**config.mk**
```make
export PLATFORM = sky130hd
export DESIGN_NAME = majority_id_tally_sorter_top
export DESIGN_NICKNAME = d
export VERILOG_FILES = /design/src/rtl/midts_pkg.sv /design/src/rtl/midts_ram.sv /design/src/rtl/majority_id_tally_sorter_top.sv
export SDC_FILE = /design/constraint.sdc
export NUM_CORES = 1
export LEC_CHECK = 0
export BUFFER_PORTS_ARGS = -buffer_cell sky130_fd_sc_hd__buf_2
export CAP_MARGIN = 20
export CORE_ASPECT_RATIO = 0.9
export CORE_MARGIN = 2
export CORE_UTILIZATION = 40
export CTS_BUF_LIST = sky130_fd_sc_hd__clkbuf_2 sky130_fd_sc_hd__clkbuf_4 sky130_fd_sc_hd__clkbuf_8
export DETAILED_ROUTE_END_ITERATION = 10
export GPL_TIMING_DRIVEN = 0
export PLACE_DENSITY = 0.66
export SETUP_SLACK_MARGIN = 0.1
export SKIP_LAST_GASP = 1
export SLEW_MARGIN = 20
export SYNTH_ARGS = -nofsm -noshare
export SYNTH_HDL_FRONTEND = slang
export SYNTH_SLANG_ARGS = --single-unit
```
**constraint.sdc**
```tcl
create_clock -name clk -period 14.05 [get_ports clk]
set_input_delay 0.7025 -clock clk [delete_from_list [all_inputs] [get_ports clk]]
set_output_delay 0.7025 -clock clk [all_outputs]
set_load 0.005 [all_outputs]
```
**src/rtl/midts_pkg.sv**
```systemverilog
package midts_pkg;

  localparam int MAX_PARTICLES = 16;
  localparam int IDX_W         = $clog2(MAX_PARTICLES);
  localparam int CNT_W         = $clog2(MAX_PARTICLES + 1);
  localparam int ID_W          = 64;
  localparam int HIT_W         = 8;

  localparam logic [HIT_W-1:0] COUNT_MAX = 8'd255;

  // one table row: particle id and its hit count
  typedef struct packed {
    logic [ID_W-1:0]  id;
    logic [HIT_W-1:0] cnt;
  } entry_t;

  localparam int ENTRY_W = $bits(entry_t);

  localparam logic [2:0] ST_IDLE   = 3'd0;
  localparam logic [2:0] ST_TRD    = 3'd1;
  localparam logic [2:0] ST_TCMP   = 3'd2;
  localparam logic [2:0] ST_ESTART = 3'd3;
  localparam logic [2:0] ST_ERD    = 3'd4;
  localparam logic [2:0] ST_ECMP   = 3'd5;

endpackage

```
**src/rtl/midts_ram.sv**
```systemverilog
module midts_ram #(
  parameter int WIDTH = 8,
  parameter int DEPTH = 16
) (
  input  logic                     clk,
  input  logic                     we,
  input  logic [$clog2(DEPTH)-1:0] waddr,
  input  logic [WIDTH-1:0]         wdata,
  input  logic [$clog2(DEPTH)-1:0] raddr,
  output logic [WIDTH-1:0]         rdata
);

  logic [WIDTH-1:0] mem [DEPTH];
  logic [WIDTH-1:0] rdata_r;

  always_ff @(posedge clk) begin
    if (we) begin
      mem[waddr] <= wdata;
    end
    rdata_r <= mem[raddr];
  end

  assign rdata = rdata_r;

endmodule

```
**src/rtl/majority_id_tally_sorter_top.sv**
```systemverilog
// Particle id tally and rank. Each transaction on the input side is one
// trajectory state, accepted when start is high and busy is low. States with
// in_is_measurement low are not counted. For a counted state the id table
// (one single-port-write, registered-read RAM of MAX_PARTICLES rows) is
// scanned row by row (read in ST_TRD, compared in ST_TCMP): a known id gets
// its count bumped (saturating at 255), an unknown id is appended with count
// 1, or dropped with the overflow flag set when the table is full. So a
// counted state keeps busy high until its id is found or all n rows in use
// are scanned, and not at all when the table is empty and it is not last; a
// skipped state that is not last does not raise busy at all.
// After the state flagged in_last_state the rows are emitted highest count
// first, ties in first-seen order, by repeated selection passes over the
// RAM: each pass reads all n rows (ST_ERD, then ST_ECMP for each row) and
// emits one result. An empty table gives one result with out_entry_valid
// low. Results appear for exactly one cycle, flagged by out_valid; the
// receiver cannot stall them, so there is no backpressure and every
// result must be captured when out_valid is high. out_last_entry marks the
// final result; the table and the overflow flag are cleared with it, and
// busy drops the same cycle it appears.
module majority_id_tally_sorter_top
  import midts_pkg::*;
(
  input  logic             clk,
  input  logic             rst_n,
  input  logic             start,
  output logic             busy,
  input  logic [ID_W-1:0]  in_particle_id,
  input  logic             in_is_measurement,
  input  logic             in_last_state,
  output logic             out_valid,
  output logic [ID_W-1:0]  out_result_id,
  output logic [HIT_W-1:0] out_hit_count,
  output logic             out_entry_valid,
  output logic             out_table_overflow,
  output logic             out_last_entry
);

  // control state
  logic [2:0]             state_r, state_nxt;
  logic [CNT_W-1:0]       used_r, used_nxt;       // rows in use
  logic                   ovf_r, ovf_nxt;         // an id was dropped
  logic [IDX_W-1:0]       idx_r, idx_nxt;         // scan pointer
  logic [CNT_W-1:0]       emitted_r, emitted_nxt; // results sent this run
  logic [MAX_PARTICLES-1:0] done_r, done_nxt;     // rows already emitted
  logic                   have_r, have_nxt;       // selection pass has a candidate
  logic                   out_valid_r, out_valid_nxt;

  // payload
  logic [ID_W-1:0]        pid_r, pid_nxt;
  logic                   last_r, last_nxt;
  logic [IDX_W-1:0]       best_idx_r, best_idx_nxt;
  logic [ID_W-1:0]        best_id_r, best_id_nxt;
  logic [HIT_W-1:0]       best_cnt_r, best_cnt_nxt;
  logic [ID_W-1:0]        o_id_r, o_id_nxt;
  logic [HIT_W-1:0]       o_cnt_r, o_cnt_nxt;
  logic                   o_ev_r, o_ev_nxt;
  logic                   o_ovf_r, o_ovf_nxt;
  logic                   o_last_r, o_last_nxt;

  // table RAM
  logic             ram_we;
  logic [IDX_W-1:0] ram_waddr;
  entry_t           ram_wdata;
  logic [IDX_W-1:0] ram_raddr;
  logic [ENTRY_W-1:0] ram_rdata;
  entry_t           rd_e;

  midts_ram #(
    .WIDTH (ENTRY_W),
    .DEPTH (MAX_PARTICLES)
  ) u_table (
    .clk   (clk),
    .we    (ram_we),
    .waddr (ram_waddr),
    .wdata (ram_wdata),
    .raddr (ram_raddr),
    .rdata (ram_rdata)
  );

  assign rd_e = entry_t'(ram_rdata);

  logic             at_end;    // current row is the last one in use
  logic             table_full;
  logic             take;      // current row beats the pass candidate
  logic [IDX_W-1:0] sel_idx;
  logic [ID_W-1:0]  sel_id;
  logic [HIT_W-1:0] sel_cnt;
  logic [2:0]       post_tally;

  assign at_end     = ((CNT_W'(idx_r) + CNT_W'(1)) == used_r);
  assign table_full = (used_r == CNT_W'(MAX_PARTICLES));
  // strict compare keeps the earliest row among equal counts
  assign take       = !done_r[idx_r] && (!have_r || (rd_e.cnt > best_cnt_r));
  assign sel_idx    = take ? idx_r    : best_idx_r;
  assign sel_id     = take ? rd_e.id  : best_id_r;
  assign sel_cnt    = take ? rd_e.cnt : best_cnt_r;
  assign post_tally = last_r ? ST_ESTART : ST_IDLE;

  always_comb begin
    state_nxt     = state_r;
    used_nxt      = used_r;
    ovf_nxt       = ovf_r;
    idx_nxt       = idx_r;
    emitted_nxt   = emitted_r;
    done_nxt      = done_r;
    have_nxt      = have_r;
    out_valid_nxt = 1'b0;
    pid_nxt       = pid_r;
    last_nxt      = last_r;
    best_idx_nxt  = best_idx_r;
    best_id_nxt   = best_id_r;
    best_cnt_nxt  = best_cnt_r;
    o_id_nxt      = o_id_r;
    o_cnt_nxt     = o_cnt_r;
    o_ev_nxt      = o_ev_r;
    o_ovf_nxt     = o_ovf_r;
    o_last_nxt    = o_last_r;
    ram_we        = 1'b0;
    ram_waddr     = idx_r;
    ram_wdata     = '{id: pid_r, cnt: HIT_W'(1)};
    ram_raddr     = idx_r;

    unique case (state_r)
      ST_IDLE: begin
        if (start) begin
          pid_nxt  = in_particle_id;
          last_nxt = in_last_state;
          idx_nxt  = '0;
          if (in_is_measurement) begin
            if (used_r == '0) begin
              // empty table: append directly
              ram_we    = 1'b1;
              ram_waddr = '0;
              ram_wdata = '{id: in_particle_id, cnt: HIT_W'(1)};
              used_nxt  = CNT_W'(1);
              state_nxt = in_last_state ? ST_ESTART : ST_IDLE;
            end else begin
              state_nxt = ST_TRD;
            end
          end else if (in_last_state) begin
            state_nxt = ST_ESTART;
          end
        end
      end

      ST_TRD: begin
        state_nxt = ST_TCMP;
      end

      ST_TCMP: begin
        if (rd_e.id == pid_r) begin
          ram_we    = 1'b1;
          ram_waddr = idx_r;
          ram_wdata = '{id: pid_r,
                        cnt: (rd_e.cnt == COUNT_MAX) ? rd_e.cnt : rd_e.cnt + HIT_W'(1)};
          state_nxt = post_tally;
        end else if (at_end) begin
          if (table_full) begin
            ovf_nxt = 1'b1;
          end else begin
            ram_we    = 1'b1;
            ram_waddr = used_r[IDX_W-1:0];
            used_nxt  = used_r + CNT_W'(1);
          end
          state_nxt = post_tally;
        end else begin
          idx_nxt   = idx_r + IDX_W'(1);
          state_nxt = ST_TRD;
        end
      end

      ST_ESTART: begin
        if (used_r == '0) begin
          out_valid_nxt = 1'b1;
          o_id_nxt      = '0;
          o_cnt_nxt     = '0;
          o_ev_nxt      = 1'b0;
          o_ovf_nxt     = ovf_r;
          o_last_nxt    = 1'b1;
          ovf_nxt       = 1'b0;
          state_nxt     = ST_IDLE;
        end else begin
          idx_nxt     = '0;
          have_nxt    = 1'b0;
          emitted_nxt = '0;
          done_nxt    = '0;
          state_nxt   = ST_ERD;
        end
      end

      ST_ERD: begin
        state_nxt = ST_ECMP;
      end

      ST_ECMP: begin
        best_idx_nxt = sel_idx;
        best_id_nxt  = sel_id;
        best_cnt_nxt = sel_cnt;
        have_nxt     = have_r || take;
        if (at_end) begin
          // pass complete: emit the winner
          out_valid_nxt     = 1'b1;
          o_id_nxt          = sel_id;
          o_cnt_nxt         = sel_cnt;
          o_ev_nxt          = 1'b1;
          o_ovf_nxt         = ovf_r;
          done_nxt[sel_idx] = 1'b1;
          emitted_nxt       = emitted_r + CNT_W'(1);
          idx_nxt           = '0;
          have_nxt          = 1'b0;
          if ((emitted_r + CNT_W'(1)) == used_r) begin
            o_last_nxt = 1'b1;
            used_nxt   = '0;
            ovf_nxt    = 1'b0;
            state_nxt  = ST_IDLE;
          end else begin
            o_last_nxt = 1'b0;
            state_nxt  = ST_ERD;
          end
        end else begin
          idx_nxt   = idx_r + IDX_W'(1);
          state_nxt = ST_ERD;
        end
      end

      default: begin
        state_nxt = ST_IDLE;
      end
    endcase
  end

  always_ff @(posedge clk) begin
    if (!rst_n) begin
      state_r     <= ST_IDLE;
      used_r      <= '0;
      ovf_r       <= 1'b0;
      idx_r       <= '0;
      emitted_r   <= '0;
      done_r      <= '0;
      have_r      <= 1'b0;
      out_valid_r <= 1'b0;
    end else begin
      state_r     <= state_nxt;
      used_r      <= used_nxt;
      ovf_r       <= ovf_nxt;
      idx_r       <= idx_nxt;
      emitted_r   <= emitted_nxt;
      done_r      <= done_nxt;
      have_r      <= have_nxt;
      out_valid_r <= out_valid_nxt;
    end
  end

  always_ff @(posedge clk) begin
    pid_r      <= pid_nxt;
    last_r     <= last_nxt;
    best_idx_r <= best_idx_nxt;
    best_id_r  <= best_id_nxt;
    best_cnt_r <= best_cnt_nxt;
    o_id_r     <= o_id_nxt;
    o_cnt_r    <= o_cnt_nxt;
    o_ev_r     <= o_ev_nxt;
    o_ovf_r    <= o_ovf_nxt;
    o_last_r   <= o_last_nxt;
  end

  assign busy               = (state_r != ST_IDLE);
  assign out_valid          = out_valid_r;
  assign out_result_id      = o_id_r;
  assign out_hit_count      = o_cnt_r;
  assign out_entry_valid    = o_ev_r;
  assign out_table_overflow = o_ovf_r;
  assign out_last_entry     = o_last_r;

`ifndef SYNTHESIS
  // a result that is not the final one means the ranking run is still going
  a_mid_run_busy: assert property (@(posedge clk) disable iff (!rst_n)
    out_valid && !out_last_entry |-> busy)
    else $error("non-final result while idle");

  // the empty-table result is always a run of one
  a_empty_is_last: assert property (@(posedge clk) disable iff (!rst_n)
    out_valid && !out_entry_valid |-> out_last_entry)
    else $error("invalid entry not marked last");

  // a real entry was counted at least once
  a_count_nonzero: assert property (@(posedge clk) disable iff (!rst_n)
    out_valid && out_entry_valid |-> out_hit_count != '0)
    else $error("emitted entry with zero count");

  // row count never exceeds the table
  a_used_bound: assert property (@(posedge clk) disable iff (!rst_n)
    used_r <= CNT_W'(MAX_PARTICLES))
    else $error("row count beyond table depth");
`endif

endmodule

```
# After elaboration in Yosys (flattened, before gate mapping)
# Memory sizes are Yosys's and may differ from the RTL's. A register that Yosys moved wholly into a read port is not among the register bits.
# Index checks and enable logic that the tools add are counted.
# classes
n_eq_ne,23
n_mux,89
reduce_logical,21
addsub,5
magnitude_cmp,4
bitwise,1
# op_table
operator,count
72-bit 2-to-1 mux,3
64-bit 2-to-1 mux,3
72-bit one-hot mux with 2 select lines,1
64-bit one-hot mux with 2 select lines,1
64-bit equality test,1
5-bit 2-to-1 mux,10
4-bit 2-to-1 mux,12
8-bit 2-to-1 mux,5
16-bit 2-to-1 mux,2
16-bit one-hot mux with 2 select lines,1
1-bit 2-to-1 mux,25
"2-bit != test, second input constant",12
3-bit 2-to-1 mux,6
3-bit one-hot mux with 6 select lines,1
16-bit bitwise OR,1
4-bit one-hot mux with 4 select lines,1
8-bit one-hot mux with 2 select lines,1
5-bit one-hot mux with 3 select lines,1
1-bit one-hot mux with 2 select lines,6
"5-bit by 1-bit adder with 5-bit output, second input constant",2
5-bit equality test,2
"4-bit by 5-bit less-than comparator with 1-bit output, second input constant",2
2-bit 2-to-1 mux,5
5-bit one-hot mux with 2 select lines,1
other kinds (28),38
# word_totals
regBits,252
mem_bits_rw,1152
n_memories,1
out_inout_bits,77
input_bits,69
elab_cells,162
# mem_list
memory,depth,width,read_ports,rd_ports_with_merged_regs,wr,line_no,text
u_table.mem,16,72,1,1,1,midts_ram.sv:13,logic [WIDTH-1:0] mem [DEPTH];

# Depth between registers and ports, before layout
# depth
depth_word,12
ltp_mapped,12
mapped_depth_nobuf,9

# Modules after synthesis
# From an unflattened synthesis, not the netlist that was laid out.
# hier_totals
cells_unflattened,2730
area_unflattened_um2,56546.7
# modules_own_cells
module,area_each_um2,seq_area_each_um2,cells_each,instances
midts_ram,44550.2,36034.6,1850,1
majority_id_tally_sorter_top,11996.5,7206.9,880,1

# Worst setup path before layout
# OpenSTA, ideal clock, no wires.
# synth_path
path_kind,reg2reg
startpoint,register used_r[0]
endpoint,"memory u_table.mem[0][0] (netlist bit), enable pin"
n_path_buf,1
stages_incl_launch_ff,10
setup_slack_ps,6538
arrival_ps,6922
setup_time_ps,591
synth_period_minus_slack_ps,7512
required_time_ps,13459
path_cell_list,dfxtp_1 clkbuf_1 inv_1 ha_1 nor4b_1 nand4_1 o31ai_1 o311a_1 o22ai_1 nor3_1
# synth_between
elab_chain_cells,7
elab_cells_between_ends,19
cone_classes,2 x eq/ne; 16 x mux; 1 x reduce/logical
# synth_lines
element,line_no,text
"start, declared",majority_id_tally_sorter_top.sv:40,"logic [CNT_W-1:0] used_r, used_nxt;"
"start signal, assigned",majority_id_tally_sorter_top.sv:244,used_r <= used_nxt;
5-bit equality test or 5-bit logical NOT (tied branches),"majority_id_tally_sorter_top.sv:91, majority_id_tally_sorter_top.sv:130",
1-bit 2-to-1 mux (on tied branches),"majority_id_tally_sorter_top.sv:158, majority_id_tally_sorter_top.sv:130",
1-bit 2-to-1 mux (on tied branches),"majority_id_tally_sorter_top.sv:157, majority_id_tally_sorter_top.sv:129",
1-bit 2-to-1 mux (on tied branches),"majority_id_tally_sorter_top.sv:151, majority_id_tally_sorter_top.sv:125",
1-bit one-hot mux with 2 select lines,majority_id_tally_sorter_top.sv:123,unique case (state_r)
1-bit 2-to-1 mux,midts_ram.sv:17,if (we) begin
1-bit 2-to-1 mux (not written as such),midts_ram.sv:18,mem[waddr] <= wdata;
"end, declared",midts_ram.sv:13,
# Parallel ways exist; a longest one is shown, timed or not.

# Final worst setup path
# layout_path
startpoint,register pid_r[20]
endpoint,"memory u_table.mem[3][44] (netlist bit), enable pin"
# layout_between
elab_chain_cells,5
elab_cells_between_ends,7
cone_classes,1 x eq/ne; 6 x mux
# layout_lines
element,line_no,text
"start, declared",majority_id_tally_sorter_top.sv:49,"logic [ID_W-1:0] pid_r, pid_nxt;"
"start signal, assigned",majority_id_tally_sorter_top.sv:255,pid_r <= pid_nxt;
64-bit equality test *,majority_id_tally_sorter_top.sv:151,if (rd_e.id == pid_r) begin
1-bit 2-to-1 mux,majority_id_tally_sorter_top.sv:151,
1-bit one-hot mux with 2 select lines,majority_id_tally_sorter_top.sv:123,
1-bit 2-to-1 mux,midts_ram.sv:17,
1-bit 2-to-1 mux (not written as such),midts_ram.sv:18,
# Every way passes the cells marked *; elsewhere a longest branch is shown, timed or not.

==> run metrics <==
cell family with most CP delay simple AND/OR/NAND/NOR gates; Worst Path Arrival approximately 6600 ps; DRC Markers 0; DR WL/cell 29.0 um; critical path launch point pid_r[20]$_DFFE_PP_; Peak VDD IR 0.0960 mV; Avg Cell Area, Syn 20.9 sq um; Post-synth EDFFs about 1400; H-tree Lvls 4; Reg clk slew, reported paths around 60 ps; Die Height 361 um; r2r startpoint pid_r[20]$_DFFE_PP_; Final setup viols 0; Die X 400 um; initial DRC count about 3800; Worst path most repeated cell buf_4; CTS tree built; Synth top area share 72.6%; CP max stage cell nor3_2; FFs w/ async S/R, synth 0%; largest net degree at the start of global routing 52; hpwl dp 102000 um; Seq/Total Area, Yosys 76.4%; Post-CTS Setup Repair Bufs 0; Cells after DPL 4841; Worst Hold End pid_r[23]$_DFFE_PP_; Final Max Tran Viols 0; crit-path max cell delay 760 ps; layout net count 3340; Clock Latency Late Sink 940 ps; share of layout cells above drive strength 1 34.0%; die area 144000 sq um; Lkg Pwr about 22 nW; Syn Inst Count roughly 2700; Overflow after GRT 0; crit path capture type register; synthesis warning total 0; TritonCTS Buffers 213; Worst R2R Path Depth 14; RePlAce Congestion ~0.8; FF-to-FF End u_table.mem[3][44]$_DFFE_PP_; DRT Wirelength 154000 um; first-pass GRT wire length roughly 220000 um; area delta synth->final 17.6%; Hold Startpoint in_particle_id[23]; final non-filler cell total 5297; IO buf count 145; WP data required 14660 ps; min-delay worst type in -> reg; count of state elements after synthesis 1476; synth unique cells 61; RSZ-0062 raised after global routing no; r2r setup slk 8040 ps; clock sink count 1476; final clock skew between 70 and 80 ps; syn_nets 2787; Slew HR 23.2%; Pwr Density 142 nW/um^2; final setup TNS 0 ps; vias in the first global route a little under 30000; Vias/cell 5.62; post-route minimum period 6010 ps; max-cap viol count 0; cell taking the most area after synthesis edfxtp_1; Synth area leaders edfxtp_1, mux4_2, dfxtp_1; Synth Flop Type edfxtp_1; starting density of the core a little over 40%; drt first pass iters 5; Tcrit/Tclk final 42.8%; synthesized area about 57000 sq um; Fin. Hold Viols 0; initial antenna violation count 12; DR vias 29800; root buffer cell clkbuf_8; CTS max path bufs 3; Core Rows 130; gr usage total roughly a fifth; Max Freq 166 MHz; status finished, final reports clean; post-route ant nets 0; I/O pin count roughly 150; Setup CP Type reg -> reg; Max Fanout on Critical Path 10; core region area 140000 sq um; hold path depth 1; CP cell instances xnor2_1, nand4_1, nor4_1, nand4_1, clkbuf_1, a21oi_1, o22ai_1, nor3_2, buf_4, buf_4, buf_4, buf_4, buf_6, buf_4; Least-Margin Pin Slew 1150 ps; crit path buf inv count 7; startpoint type of the worst setup path register
## power by group
group | leakage, nW | total (W) | switching (W) | internal, W
Clock | 2.43 | 0.00361 | 0.00168 | 0.00193
Sequential | 13.1 | 0.00508 | 0.0000623 | 0.00502
Combinational | 5.99 | 0.000748 | 0.000490 | 0.000258
## stage by stage
stage	cell area [sq um]	utilization [%]	hold WS (ps)	setup slack [ps]	power, W
3_3_place_gp	59600	42.6	424	-2480	0.00588
3_5_place_dp	61500	43.9	421	8190	0.00590
5_1_grt	66500	47.5	28.7	7860	0.00972
4_1_cts	66500	47.5	3.56	8150	0.00947
6_report	66500	47.5	56.9	8040	0.00944
2_1_floorplan	56600	-	408	6540	0.00558
## cells in the mapped netlist, types with 2 or more instances
| cell type | number |
|---|---|
| ha_1 | 13 |
| nor3b_1 | 3 |
| dfxtp_1 | 108 |
| edfxtp_1 | 1368 |
| or3_1 | 2 |
| a211oi_1 | 2 |
| nand2b_1 | 8 |
| o32a_1 | 2 |
| nand4_1 | 22 |
| buf_6 | 3 |
| nand2_1 | 242 |
| nor3_1 | 14 |
| nand3_1 | 20 |
| and3_1 | 5 |
| a31o_2 | 3 |
| or2_2 | 2 |
| mux2_2 | 54 |
| o21ba_2 | 2 |
| mux4_2 | 364 |
| mux2i_1 | 15 |
| buf_4 | 3 |
| nor4_1 | 5 |
| buf_2 | 11 |
| o211ai_1 | 2 |
| buf_1 | 35 |
| nand4b_1 | 3 |
| clkbuf_1 | 80 |
| a32o_1 | 4 |
| o31ai_1 | 2 |
| nor2b_1 | 5 |
| o21ai_1 | 9 |
| a21oi_1 | 10 |
| a31oi_1 | 4 |
| inv_1 | 22 |
| a22o_1 | 4 |
| o21a_1 | 3 |
| and2_1 | 80 |
| o21ai_0 | 22 |
| xnor2_1 | 76 |
| nor2_1 | 28 |
| a21boi_0 | 5 |
| xor2_1 | 5 |
| mux2_1 | 17 |
## layout make-up
cell class                 instances  area (sq um)
fill                           11400         73500
antenna                            6          15.0
multi-input combinational       1075         12800
clock buffer                     335          4050
buffer                           132           592
timing repair buffer             338          2930
inverter                          22          87.6
sequential                      1476         43200
tap                             1848          2310
clock inverter                    65           500
## worst max path at each step
stage                                    end  slack, ps  cells past startpoint
6_report        u_table.mem[3][44]$_DFFE_PP_       8040                     14
5_1_grt         u_table.mem[3][44]$_DFFE_PP_       7860                     14
4_1_cts         u_table.mem[3][44]$_DFFE_PP_       8150                     14
3_5_place_dp    u_table.mem[3][44]$_DFFE_PP_       8190                     14
3_3_place_gp   u_table.mem[10][32]$_DFFE_PP_      -2480                      8
2_1_floorplan    u_table.mem[0][0]$_DFFE_PP_       6540                      9
## worst reg2reg max path, cell delays in order, from the launching register on
cell and delay [ps]:
edfxtp_1 410, xnor2_1 670, nand4_1 450, nor4_1 520, nand4_1 590, clkbuf_1 420, a21oi_1 190, o22ai_1 340
nor3_2 770, buf_4 340, buf_4 240, buf_4 220, buf_4 200, buf_6 170, buf_4 170
## repair_timing
action,CTS,global route
hold buffers,48,0
endpoints found under the hold margin,48,0
gates resized for setup,0,0
## registers in the layout, indices dropped and copies added (netlist names), 3 cells and up
name           flops
best_id_r         64
idx_r              4
out_hit_count      8
best_cnt_r         8
u_table.mem     1152
best_idx_r         4
u_table.rdata     72
used_r             5
done_r            16
pid_r             64
out_result_id     64
state_r            3
emitted_r          5
## routing by layer
layer  track usage, %  vias up  part of all wire [%]
met5                0        -                     0
met4             5.89        0                   2.2
met3             6.06      229                    12
met2             31.3     1860                    45
met1             30.5    15500                    41
li1                 -    12200                     -
## cell usage in the layout (no fill, tap or decap), drive strengths merged, types with 14 or more instances in the layout
master | netlist | final
edfxtp | 1368 | 1368
clkbuf | 80 | 419
mux4 | 364 | 364
buf | 52 | 338
nand2 | 242 | 242
dfxtp | 108 | 108
and2 | 80 | 80
xnor2 | 76 | 76
mux2 | 71 | 71
dlygate4sd3 | 0 | 48
clkinv | 0 | 46
o21ai | 31 | 31
inv | 22 | 31
nor2 | 28 | 28
nand4 | 22 | 22
nand3 | 20 | 20
mux2i | 15 | 15
nor3 | 14 | 14
## logic make-up after synthesis
logic type      count (synthesis)  synth area share [%]
compound gates                 86                  1.04
mux                           450                  16.2
flops                        1476                  76.4
simple gates                  445                  3.70
fa+ha+maj                      13                 0.288
buf+inv                       154                  1.11
xor+xnor                       81                  1.25
(Power assumes the default switching activity.)
